`config.mk`:
```
export PLATFORM = sky130hd
export DESIGN_NAME = tdpc_mod
export DESIGN_NICKNAME = d
export VERILOG_FILES = /design/src/rtl/core/tdpc_pkg.sv /design/src/rtl/core/tdpc_mod.sv
export SDC_FILE = /design/constraint.sdc
export NUM_CORES = 1
export LEC_CHECK = 0
export BUFFER_PORTS_ARGS = -buffer_cell sky130_fd_sc_hd__clkbuf_2
export CELL_PAD_IN_SITES_DETAIL_PLACEMENT = 1
export CELL_PAD_IN_SITES_GLOBAL_PLACEMENT = 1
export CORE_MARGIN = 3
export CORE_UTILIZATION = 43
export CTS_BUF_LIST = sky130_fd_sc_hd__clkbuf_16
export CTS_CLUSTER_DIAMETER = 120
export DETAILED_ROUTE_END_ITERATION = 7
export GPL_TIMING_DRIVEN = 1
export PLACE_DENSITY_LB_ADDON = 0.1
export SYNTH_ARGS = -nofsm -noshare
export SYNTH_HDL_FRONTEND = slang
export SYNTH_SLANG_ARGS = --single-unit
```
`constraint.sdc`:
```
create_clock -name clk -period 4.7 [get_ports clk]
set_input_delay 0.47 -clock clk [delete_from_list [all_inputs] [get_ports clk]]
set_output_delay 0.47 -clock clk [all_outputs]
set_load 0.03 [all_outputs]
```
`src/rtl/core/tdpc_pkg.sv`:
```
// Shared types, constants and the sequencer program of the trial-division prime counter.
package tdpc_pkg;

  localparam int TABLE_DEPTH_DEF    = 8192;
  localparam int CANDIDATE_BITS_DEF = 32;
  localparam int PRIME_W            = 16;
  localparam int COUNT_W            = 32;

  typedef struct packed {
    logic [31:0] candidate;
    logic        restart;
  } tdpc_in_t;

  typedef struct packed {
    logic               is_prime;
    logic [COUNT_W-1:0] prime_count;
    logic               table_overflow;
  } tdpc_out_t;

  typedef struct packed {
    logic busy;
    logic rem_zero;
  } tdpc_div_sts_t;

  typedef enum logic [3:0] {
    ST_IDLE  = 4'd0,
    ST_CHK   = 4'd1,
    ST_LOOP  = 4'd2,
    ST_DIV   = 4'd3,
    ST_WAIT  = 4'd4,
    ST_TEST  = 4'd5,
    ST_NEXT  = 4'd6,
    ST_PRIME = 4'd7,
    ST_COMP  = 4'd8
  } tdpc_step_t;

  typedef enum logic [2:0] {
    C_ALWAYS,
    C_NO_START,
    C_SMALL,
    C_END,
    C_SELF,
    C_DIV_BUSY,
    C_REM_ZERO
  } tdpc_cond_t;

  typedef struct packed {
    tdpc_cond_t cond;
    tdpc_step_t target;
    logic       rd;
    logic       divgo;
    logic       kinc;
    logic       prime;
    logic       comp;
  } tdpc_uword_t;

  // Control store: jump to target when cond holds, else fall through.
  function automatic tdpc_uword_t tdpc_ucode(tdpc_step_t s);
    tdpc_uword_t w;
    w = '{cond: C_ALWAYS, target: ST_IDLE, rd: 1'b0, divgo: 1'b0,
          kinc: 1'b0, prime: 1'b0, comp: 1'b0};
    case (s)
      ST_IDLE: begin
        w.cond = C_NO_START;
        w.target = ST_IDLE;
      end
      ST_CHK: begin
        w.cond = C_SMALL;
        w.target = ST_COMP;
      end
      ST_LOOP: begin
        w.cond = C_END;
        w.target = ST_PRIME;
        w.rd = 1'b1;
      end
      ST_DIV: begin
        w.cond = C_SELF;
        w.target = ST_NEXT;
        w.divgo = 1'b1;
      end
      ST_WAIT: begin
        w.cond = C_DIV_BUSY;
        w.target = ST_WAIT;
      end
      ST_TEST: begin
        w.cond = C_REM_ZERO;
        w.target = ST_COMP;
      end
      ST_NEXT: begin
        w.target = ST_LOOP;
        w.kinc = 1'b1;
      end
      ST_PRIME: begin
        w.target = ST_IDLE;
        w.prime = 1'b1;
      end
      ST_COMP: begin
        w.target = ST_IDLE;
        w.comp = 1'b1;
      end
      default: begin
        w.target = ST_IDLE;
      end
    endcase
    return w;
  endfunction

endpackage

```
`src/rtl/core/tdpc_mod.sv`:
```
// Bit-serial restoring remainder unit: candidate modulo a 16-bit divisor.
module tdpc_mod import tdpc_pkg::*; #(
  parameter int CW = CANDIDATE_BITS_DEF
) (
  input  logic               clk,
  input  logic               rst_n,
  input  logic               go,
  input  logic [CW-1:0]      dividend,
  input  logic [PRIME_W-1:0] divisor,
  output tdpc_div_sts_t      sts
);

  localparam int CNTW = $clog2(CW + 1);

  logic [CNTW-1:0]    cnt_r, cnt_nxt;
  logic [CW-1:0]      dvd_r, dvd_nxt;
  logic [PRIME_W-1:0] dvs_r, dvs_nxt;
  logic [PRIME_W-1:0] rem_r, rem_nxt;
  logic [PRIME_W:0]   trial;

  always_comb begin
    cnt_nxt = cnt_r;
    dvd_nxt = dvd_r;
    dvs_nxt = dvs_r;
    rem_nxt = rem_r;
    trial   = {rem_r, dvd_r[CW-1]};
    if (go) begin
      cnt_nxt = CNTW'(CW);
      dvd_nxt = dividend;
      dvs_nxt = divisor;
      rem_nxt = '0;
    end else if (cnt_r != '0) begin
      cnt_nxt = cnt_r - CNTW'(1);
      dvd_nxt = dvd_r << 1;
      if (trial >= {1'b0, dvs_r}) begin
        rem_nxt = PRIME_W'(trial - {1'b0, dvs_r});
      end else begin
        rem_nxt = trial[PRIME_W-1:0];
      end
    end
  end

  always_ff @(posedge clk) begin
    if (!rst_n) begin
      cnt_r <= '0;
    end else begin
      cnt_r <= cnt_nxt;
    end
    dvd_r <= dvd_nxt;
    dvs_r <= dvs_nxt;
    rem_r <= rem_nxt;
  end

  assign sts.busy     = (cnt_r != '0);
  assign sts.rem_zero = (rem_r == '0);

endmodule

```
==> summary.txt, run 1 <==
run status = finished clean
count of placed standard cells including taps = 478
per-cell via count in the routed design = 5.41
hold violation count in the final report = 0
number of synthesized register bits = 70
Resized Gates After CTS = 0
DP Worst Slack = 1.35 ns
internal power contribution = 1.80 mW
Worst Path Arrival = 3.22 ns
number of global-route vias before repair = 2,876
count of placed standard cells in the final layout, fillers left out = 494
antenna violations before repair = 0
wire length of the first global-routing pass = 14.5 mm
number of enable flip-flop cells after synthesis = 48
number of buffers inserted during clock tree synthesis = 9
clock slew at reported path FFs = 0.06 ns
Max stage delay cell, worst path = inv_1
floorplan die width = 99.0 um
final worst path period need = 3.37 ns
initial core utilization = 0.448
Core Footprint = 8300 um2
share of synthesized area occupied by flip-flops and latches = 0.506
pin count of the biggest net entering global routing = 56
max-slew violation total from the final report = 0
Bufs on Longest Clock Path = 2
Hold/Removal Path Class = in2reg
worst setup slack after layout = 1.33 ns
ranking of synthesized cells by area = edfxtp_1, dfxtp_1, mux2_2
Peak supply drop = 0.253 mV
root buffer cell = clkbuf_16
number of buffers inserted by post-CTS setup repair = 0
data required time of the critical path = 4.56 ns
wirelength, routed = 8.45 mm
fraction of post-synthesis cell area in the top cell type by area = 0.387
Congestion Overflow GR = 0
transition at the pin with the smallest max-transition slack = 1.19 ns
nets@finish = 453
Critical Path, Cell by Cell = inv_1, ha_1, nand2_1, nor3_2, inv_2, nor2_1, inv_1
ports placed on the boundary = 53
cell taking the most area after synthesis = edfxtp_1
crit start category = register
post-route ant nets = 0
total global-route track usage = 0.186
share of total power consumed by net switching = 0.371
area growth from synthesis to final layout = 17.0%
weighted congestion reported at the end of routability-driven placement = 0.824
maximum level of the CTS H-tree = 3
number of buffers inserted by hold repair at cts = 0
Die Footprint = 9810 um2
Cell Rows = 33
leakage power figure = 1.79 nW
setup repair after global routing missed its margin = no
share of final-layout standard cells stronger than drive strength 1 = 0.283
final setup violation count = 0
delay of the slowest cell on the worst path = 0.79 ns
share of power burned in combinational logic = 0.406
Rel. slew slack = 0.205
Tcrit/Tclk final = 0.717
element type at the critical path end = register
utilization of the core after routing = 0.525
IO Port Bufs = 52
register share of total power = 0.342
share of flip-flops with an asynchronous set or reset after synthesis = 0
cell occurring most often along the worst timing path = inv_1
clock latency on the worst-skew pair = 0.33 ns
clock sink total = 70
power share of the clock group = 0.252
reported max-cap violation count = 0
syn_nets = 400
total negative slack = 0 ns
final clock skew = 0.00877 ns
synthesized instance count = 331
clock tree from TritonCTS = yes
detailed-route DRC error count = 0
WS Path Type = reg2reg
warning count from the yosys run = 0
switching power = 1.06 mW
power density of the placed cells = 657 nW/um2
number of diodes = 0
wire per inst = 17.1 um
total power draw = 2.86 mW
Yosys cell types = 52
number of optimization iterations in the first detailed-route pass = 4
total number of vias = 2,672
post-synth design cell area = 3720 um2
Placed Instance Area = 4040 um2
HPWL after detailed placement = 5.98 mm
top_reg_cell synth = edfxtp_1
area of all placed cells without fillers = 4350 um2
mean area per synthesized cell = 11.2 um2
maximum frequency from static timing analysis = 297 MHz
tightest hold margin = 0.314 ns
crit-path max FO = 32
vertical die dimension = 99.0 um
initial drt markers = 107
-- layer usage --
layer / vias to the layer above / part of all wire / routed length (um) / global-route usage
met5: - / 0 / 0 / 0
met4: 0 / 0.017 / 140 / 0.0578
met3: 13 / 0.051 / 429 / 0.0538
met2: 46 / 0.47 / 3980 / 0.295
met1: 1289 / 0.46 / 3900 / 0.247
li1: 1324 / - / - / -
-- worst max-delay path: cells and delay by family, from the launching register on --
kind	cells	cell delay, ns
AND/OR/NAND/NOR	3	1.23
flip-flops	1	0.32
buffers and inverters	3	1.10
adder cells (fa/ha/maj)	1	0.24
-- state kept, by name (all words and copies together), names as in the netlist --
name,flops
rem_r,16
dvd_r,32
dvs_r,16
cnt_r,6
-- cells in the mapped netlist, types with 4 or more instances --
cell,n
nor3_1,8
o21a_1,4
nand2_1,28
nand2b_1,4
ha_1,17
nor4_1,6
o21ai_0,16
edfxtp_1,48
inv_1,21
a21oi_1,22
a211oi_1,6
xor2_1,5
mux2_2,32
mux2i_1,10
dfxtp_1,22
xnor2_1,10
nand3_1,6
nor2_1,18
-- placed cells by master (no fill, tap or decap), types with 3 or more instances in the layout --
cell / count
clkbuf_2: 52
edfxtp_1: 48
mux2_2: 32
nand2_1: 28
a21oi_1: 22
dfxtp_1: 22
inv_1: 21
nor2_1: 18
ha_1: 17
o21ai_0: 16
mux2i_1: 10
xnor2_1: 10
clkbuf_16: 9
nor3_1: 8
nor4_1: 6
nand3_1: 6
a211oi_1: 6
xor2_1: 5
nand2b_1: 4
o21a_1: 4
nand4_1: 3
-- cell families (layout without fill, tap and decap cells) --
logic type,Yosys count,count (layout),share of synthesized area
AND/OR/NAND/NOR,85,85,0.112
flip-flops,70,70,0.506
AO/OA/AOI/OAI,68,68,0.117
multiplexers,42,42,0.124
buffers and inverters,33,91,0.0437
adder cells (fa/ha/maj),18,18,0.0625
XOR/XNOR,15,15,0.0353
-- path summary, 6_finish.rpt --
kind                                             start                     end  slack [ns]  cells past startpoint
worst max-delay path             cnt_r[0]$_SDFFE_PP0P_     dvd_r[22]$_DFFE_PP_        1.33                      7
worst min-delay path                        divisor[4]      dvs_r[4]$_DFFE_PP_        0.31                      1
worst max register to register   cnt_r[0]$_SDFFE_PP0P_     dvd_r[22]$_DFFE_PP_        1.33                      7
worst min register to register  rem_r[14]$_SDFFE_PP0P_  rem_r[14]$_SDFFE_PP0P_        0.51                      2
-- power groups by stage --
stage | Clock [mW] | Sequential (mW) | Combinational, mW
finish | 0.720 | 0.980 | 1.16
global route | 0.765 | 1.00 | 1.32
CTS | 0.736 | 0.980 | 1.17
detailed placement | 0 | 0.991 | 1.15
global placement | 0 | 0.990 | 1.12
floorplan | 0 | 0.945 | 0.929
-- area by class of cell --
cell class                 instances  area, um2
fill                             916       3950
sequential                        70       1880
multi-input combinational        228       1680
timing repair buffer              53        268
clock buffer                       9        225
tap                              105        131
clock inverter                     7       88.8
inverter                          22       82.6
Power figures use the tool's default switching activity.
==> inputs of run 2 (changes only) <==
Settings changed: CORE_UTILIZATION 43 to 41.
Clock period 4.7 ns to 2.9 ns, I/O delays scaled along.
==> run 2 against run 1 <==
Count of clock-buffer cells in the layout unchanged. Critical path type unchanged. Setup slack worse by 1.1 ns. Sequential share of layout area down 0.86 points. Worst hold slack worse by 0.19 ns. Cell count up 2.2%. Maximum frequency up 27%. Via count up 0.30%. Non-clock buffer count up 8. Routed wire length up 2.0%. Utilization down 1.8 points. Critical endpoint is now rem_r[11]$_SDFFE_PP0P_. Global-route usage down 0.27 points. Combinational power up 70%.
==> summary.txt, run 2 (same netlist as run 1, synthesis figures left out) <==
run status = finished clean
Hold/Removal Path Class = in2reg
Tcrit/Tclk final = 0.911
Peak supply drop = 0.366 mV
DP Worst Slack = 0.171 ns
count of placed standard cells including taps = 489
wirelength, routed = 8.62 mm
detailed-route DRC error count = 0
power density of the placed cells = 1070 nW/um2
most common cell after layout, fill and taps aside = clkbuf_2
number of global-route vias before repair = 2,887
largest reg by FF count = dvd_r
reported max-cap violation count = 0
IO Port Bufs = 52
ports placed on the boundary = 53
nets@finish = 461
worst setup slack after layout = 0.257 ns
hold worst-path end = dvs_r[15]$_DFFE_PP_
HPWL after detailed placement = 6.25 mm
Congestion Overflow GR = 0
maximum level of the CTS H-tree = 3
clock latency on the worst-skew pair = 0.33 ns
wire per inst = 17.1 um
total number of vias = 2,680
final setup violation count = 0
post-route ant nets = 0
GR Util met1 = 0.254
WS Path Type = reg2reg
final clock skew = 0.00592 ns
total global-route track usage = 0.184
root buffer cell = clkbuf_16
pin count of the biggest net entering global routing = 33
antenna violations before repair = 0
Cell Rows = 34
transition at the pin with the smallest max-transition slack = 0.499 ns
crit-path max FO = 8
count of placed standard cells in the final layout, fillers left out = 505
floorplan die width = 101 um
final worst path period need = 2.64 ns
maximum frequency from static timing analysis = 378 MHz
clock sink total = 70
reg-to-reg endpoint = rem_r[11]$_SDFFE_PP0P_
Critical Path, Cell by Cell = ha_1, o211ai_2, a21oi_2, o21ai_2, a2111o_1, and2_1, or3b_1, a211oi_2
number of buffers inserted by hold repair at cts = 0
gr busiest metal = met2
Worst Path Arrival = 2.90 ns
total negative slack = 0 ns
max FFs per register = 32
Max stage delay cell, worst path = ha_1
number of cells on the worst hold path = 1
initial core utilization = 0.425
Die Footprint = 10,300 um2
total power draw = 4.78 mW
per-cell via count in the routed design = 5.31
hold violation count in the final report = 0
setup repair after global routing missed its margin = no
largest registers in the final layout = dvd_r: 32 flops, dvs_r: 16 flops, rem_r: 16 flops
clock slew at reported path FFs = 0.06 ns
delay of the slowest cell on the worst path = 0.45 ns
element type at the critical path end = register
wire length of the first global-routing pass = 14.6 mm
vertical die dimension = 101 um
share of final-layout standard cells stronger than drive strength 1 = 0.305
number of diodes = 0
clock tree from TritonCTS = yes
Core Footprint = 8760 um2
Worst R2R Path Depth = 8
met2 usage = 0.280
data required time of the critical path = 3.16 ns
Resized Gates After CTS = 0
Worst R2R Start = rem_r[1]$_SDFFE_PP0P_
R2R Setup Slk = 0.26 ns
initial drt markers = 90
crit start category = register
met3 usage = 0.0565
number of buffers inserted by post-CTS setup repair = 0
number of optimization iterations in the first detailed-route pass = 4
area growth from synthesis to final layout = 19.4%
Bufs on Longest Clock Path = 2
most frequent cells in the layout = clkbuf_2, edfxtp_1, mux2_2
Rel. slew slack = 0.667
leakage power figure = 1.84 nW
number of buffers inserted during clock tree synthesis = 9
weighted congestion reported at the end of routability-driven placement = 0.831
max-slew violation total from the final report = 0
Min-Delay Startpoint = divisor[15]
-- run 2: worst max path at each step --
stage | startpoint | cells after the start | endpoint
after floorplan | cnt_r[0]$_SDFFE_PP0P_ | 8 | dvd_r[0]$_SDFFCE_PN0P_
after global placement | dvs_r[12]$_DFFE_PP_ | 9 | rem_r[12]$_SDFFE_PP0P_
after detailed placement | dvs_r[12]$_DFFE_PP_ | 9 | rem_r[12]$_SDFFE_PP0P_
after CTS | dvs_r[12]$_DFFE_PP_ | 9 | rem_r[12]$_SDFFE_PP0P_
after global routing | rem_r[11]$_SDFFE_PP0P_ | 8 | rem_r[12]$_SDFFE_PP0P_
final | rem_r[1]$_SDFFE_PP0P_ | 8 | rem_r[11]$_SDFFE_PP0P_
-- run 2: layer usage --
layer | wire length [um] | up-vias
li1 | - | 1339
met1 | 4180 | 1281
met2 | 3910 | 48
met3 | 413 | 12
met4 | 114 | 0
met5 | 0 | -
-- run 2: power breakdown --
| part | switching (mW) | internal (mW) |
|---|---|---|
| sequential | 0.187 | 1.39 |
| clock | 0.454 | 0.765 |
| combinational | 1.14 | 0.833 |
-- run 2: cell type report --
| class | count | area [um2] |
|---|---|---|
| multi-input cells | 228 | 1690 |
| well taps | 108 | 135 |
| inverters | 22 | 82.6 |
| flip-flops and latches | 70 | 1880 |
| fillers | 977 | 4320 |
| clock buffers | 9 | 225 |
| clock inverters | 7 | 103 |
| repair buffers | 61 | 328 |
-- run 2: critical path, delay by kind of cell, from the launching register on --
family | cells | cell delay [ns]
fa+ha+maj | 1 | 0.45
compound gates | 5 | 1.05
flops | 1 | 0.35
simple gates | 2 | 0.70
-- run 2: stage by stage --
| stage | instance area (um2) | util | hold WS [ns] |
|---|---|---|---|
| 3_5_place_dp | 4100 | 0.468 | 0.469 |
| 6_report | 4440 | 0.507 | 0.129 |
| 4_1_cts | 4430 | 0.506 | 0.119 |
| 3_3_place_gp | 4100 | 0.468 | 0.466 |
| 5_1_grt | 4440 | 0.507 | 0.119 |
| 2_1_floorplan | 3720 | - | 0.389 |
==> inputs of run 3 (changes only) <==
Settings changed: ABC_CLOCK_PERIOD_IN_PS from default to 2900, GPL_TIMING_DRIVEN 1 to 0.
==> run 3 against run 2 <==
Setup slack got worse by 0.025 ns. Flip-flop and latch count is the same. Largest cell class unchanged. Register-to-register slack got worse by 0.03 ns. Critical endpoint is now rem_r[9]$_SDFFE_PP0P_. Worst hold slack better by 0.0033 ns. Sequential share of layout area down 0.27 points. Clock power shrank 14%. Largest power group unchanged. Die area unchanged.
==> summary.txt, run 3 (same netlist as run 1, synthesis figures left out) <==
run status = finished clean
transition at the pin with the smallest max-transition slack = 0.566 ns
Placed Instance Area = 4120 um2
per-cell via count in the routed design = 5.34
final clock skew = 0.00600 ns
utilization of the core after routing = 0.510
total met3 wirelength after detailed routing = 425 um
Core Footprint = 8760 um2
internal power contribution = 2.84 mW
Tcrit/Tclk final = 0.920
maximum level of the CTS H-tree = 3
share of total power consumed by net switching = 0.386
hold violation count in the final report = 0
crit-path max FO = 10
maximum frequency from static timing analysis = 375 MHz
Hold/Removal Path Class = in2reg
power share of the clock group = 0.226
wire length of the first global-routing pass = 14.5 mm
clock slew at reported path FFs = 0.06 ns
weighted congestion reported at the end of routability-driven placement = 0.803
HPWL after detailed placement = 6.11 mm
Max stage delay cell, worst path = a211oi_2
antenna violations before repair = 0
pin count of the biggest net entering global routing = 21
Min-Delay Startpoint = divisor[13]
power density of the placed cells = 1040 nW/um2
cell occurring most often along the worst timing path = o21ai_0
clock latency on the worst-skew pair = 0.33 ns
largest reg by FF count = dvd_r
WS Path Type = reg2reg
number of buffers inserted by hold repair at cts = 0
wirelength, routed = 8.64 mm
Die Footprint = 10,300 um2
number of optimization iterations in the first detailed-route pass = 4
final setup violation count = 0
Detail Route met2 WL = 4.12 mm
Worst R2R Start = dvs_r[10]$_DFFE_PP_
root buffer cell = clkbuf_16
total global-route track usage = 0.181
largest registers in the final layout = dvd_r: 32 flops, dvs_r: 16 flops, rem_r: 16 flops
final worst path period need = 2.67 ns
vertical die dimension = 101 um
sequential cell area in the final layout = 1880 um2
Congestion Overflow GR = 0
R2R Setup Slk = 0.23 ns
initial drt markers = 84
area of all placed cells without fillers = 4470 um2
detailed-route DRC error count = 0
number of buffers inserted during clock tree synthesis = 9
delay of the slowest cell on the worst path = 0.42 ns
Highest Signal Layer = met4
wire per inst = 16.9 um
setup repair after global routing missed its margin = no
clock sink total = 70
max-slew violation total from the final report = 0
nets@finish = 467
number of global-route vias before repair = 2,922
share of power burned in combinational logic = 0.433
critical path startpoint = dvs_r[10]$_DFFE_PP_
post-route met1 wirelength = 4.02 mm
number of diodes = 0
gate family responsible for the most delay along the worst path = compound AO/OA/AOI/OAI gates
IO Port Bufs = 52
FILL cells = 969
ports placed on the boundary = 53
most frequent cells in the layout = clkbuf_2, edfxtp_1, mux2_2
Bufs on Longest Clock Path = 2
post-route ant nets = 0
data required time of the critical path = 3.09 ns
total number of vias = 2,731
Peak supply drop = 0.439 mV
Cell Rows = 34
Worst R2R Path Depth = 10
switching power = 1.79 mW
initial core utilization = 0.425
Rel. slew slack = 0.622
leakage power figure = 1.84 nW
share of final-layout standard cells stronger than drive strength 1 = 0.315
reported max-cap violation count = 0
area of the multi-input gates = 1700 um2
floorplan die width = 101 um
Worst Path Arrival = 2.86 ns
register share of total power = 0.340
area growth from synthesis to final layout = 20.2%
max FFs per register = 32
number of cells on the worst hold path = 1
crit start category = register
element type at the critical path end = register
clock tree from TritonCTS = yes
instance count on the critical path = 10
Critical Path, Cell by Cell = inv_1, ha_1, a21oi_1, o21a_1, o21ai_0, a211oi_2, nand2_1, buf_2, mux2i_1, o21ai_0
most common cell after layout, fill and taps aside = clkbuf_2
Buf/Inv on CP = 2
-- run 3: final timing paths --
path                                         endpoint
worst max-delay path            rem_r[9]$_SDFFE_PP0P_
worst min-delay path              dvs_r[13]$_DFFE_PP_
worst max register to register  rem_r[9]$_SDFFE_PP0P_
worst min register to register  rem_r[3]$_SDFFE_PP0P_
-- run 3: power by group through the flow --
| stage | clock network, mW | logic [mW] | registers (mW) |
|---|---|---|---|
| 2_1_floorplan | 0 | 1.51 | 1.53 |
| 3_3_place_gp | 0 | 1.90 | 1.59 |
| 3_5_place_dp | 0 | 1.94 | 1.60 |
| 4_1_cts | 1.09 | 2.01 | 1.58 |
| 5_1_grt | 1.11 | 2.25 | 1.62 |
| 6_report | 1.05 | 2.01 | 1.58 |
-- run 3: repair_timing --
item                       4_1_cts  5_1_grt
buffers inserted                 3        0
setup endpoints to repair       39       38
cloned                           1        0
resized for setup                4        4
-- run 3: through the flow --
step	cells	power (mW)	hold slack, ns	setup WS [ns]	setup TNS, ns
5_1_grt	511	4.98	0.118	0.0331	0
6_report	511	4.63	0.132	0.231	0
2_1_floorplan	331	3.04	0.389	0.331	0
4_1_cts	511	4.67	0.117	0.0302	0
3_5_place_dp	491	3.54	0.469	-0.589	-18.91
3_3_place_gp	491	3.49	0.466	-0.519	-16.56
-- run 3: cell type report --
| type | count | area share |
|---|---|---|
| repair inverters | 1 | 0.00168 |
| clock buffers | 9 | 0.0504 |
| inverters | 22 | 0.0193 |
| repair buffers | 55 | 0.0660 |
| flip-flops and latches | 70 | 0.421 |
| clock inverters | 7 | 0.0126 |
| well taps | 108 | 0.0302 |
| multi-input cells | 228 | 0.381 |
| plain buffers | 11 | 0.0182 |
-- run 3: metal layers --
layer / up-vias / global-route usage
li1: 1357 / -
met1: 1312 / 0.241
met2: 54 / 0.287
met3: 8 / 0.0592
met4: 0 / 0.0460
met5: - / 0
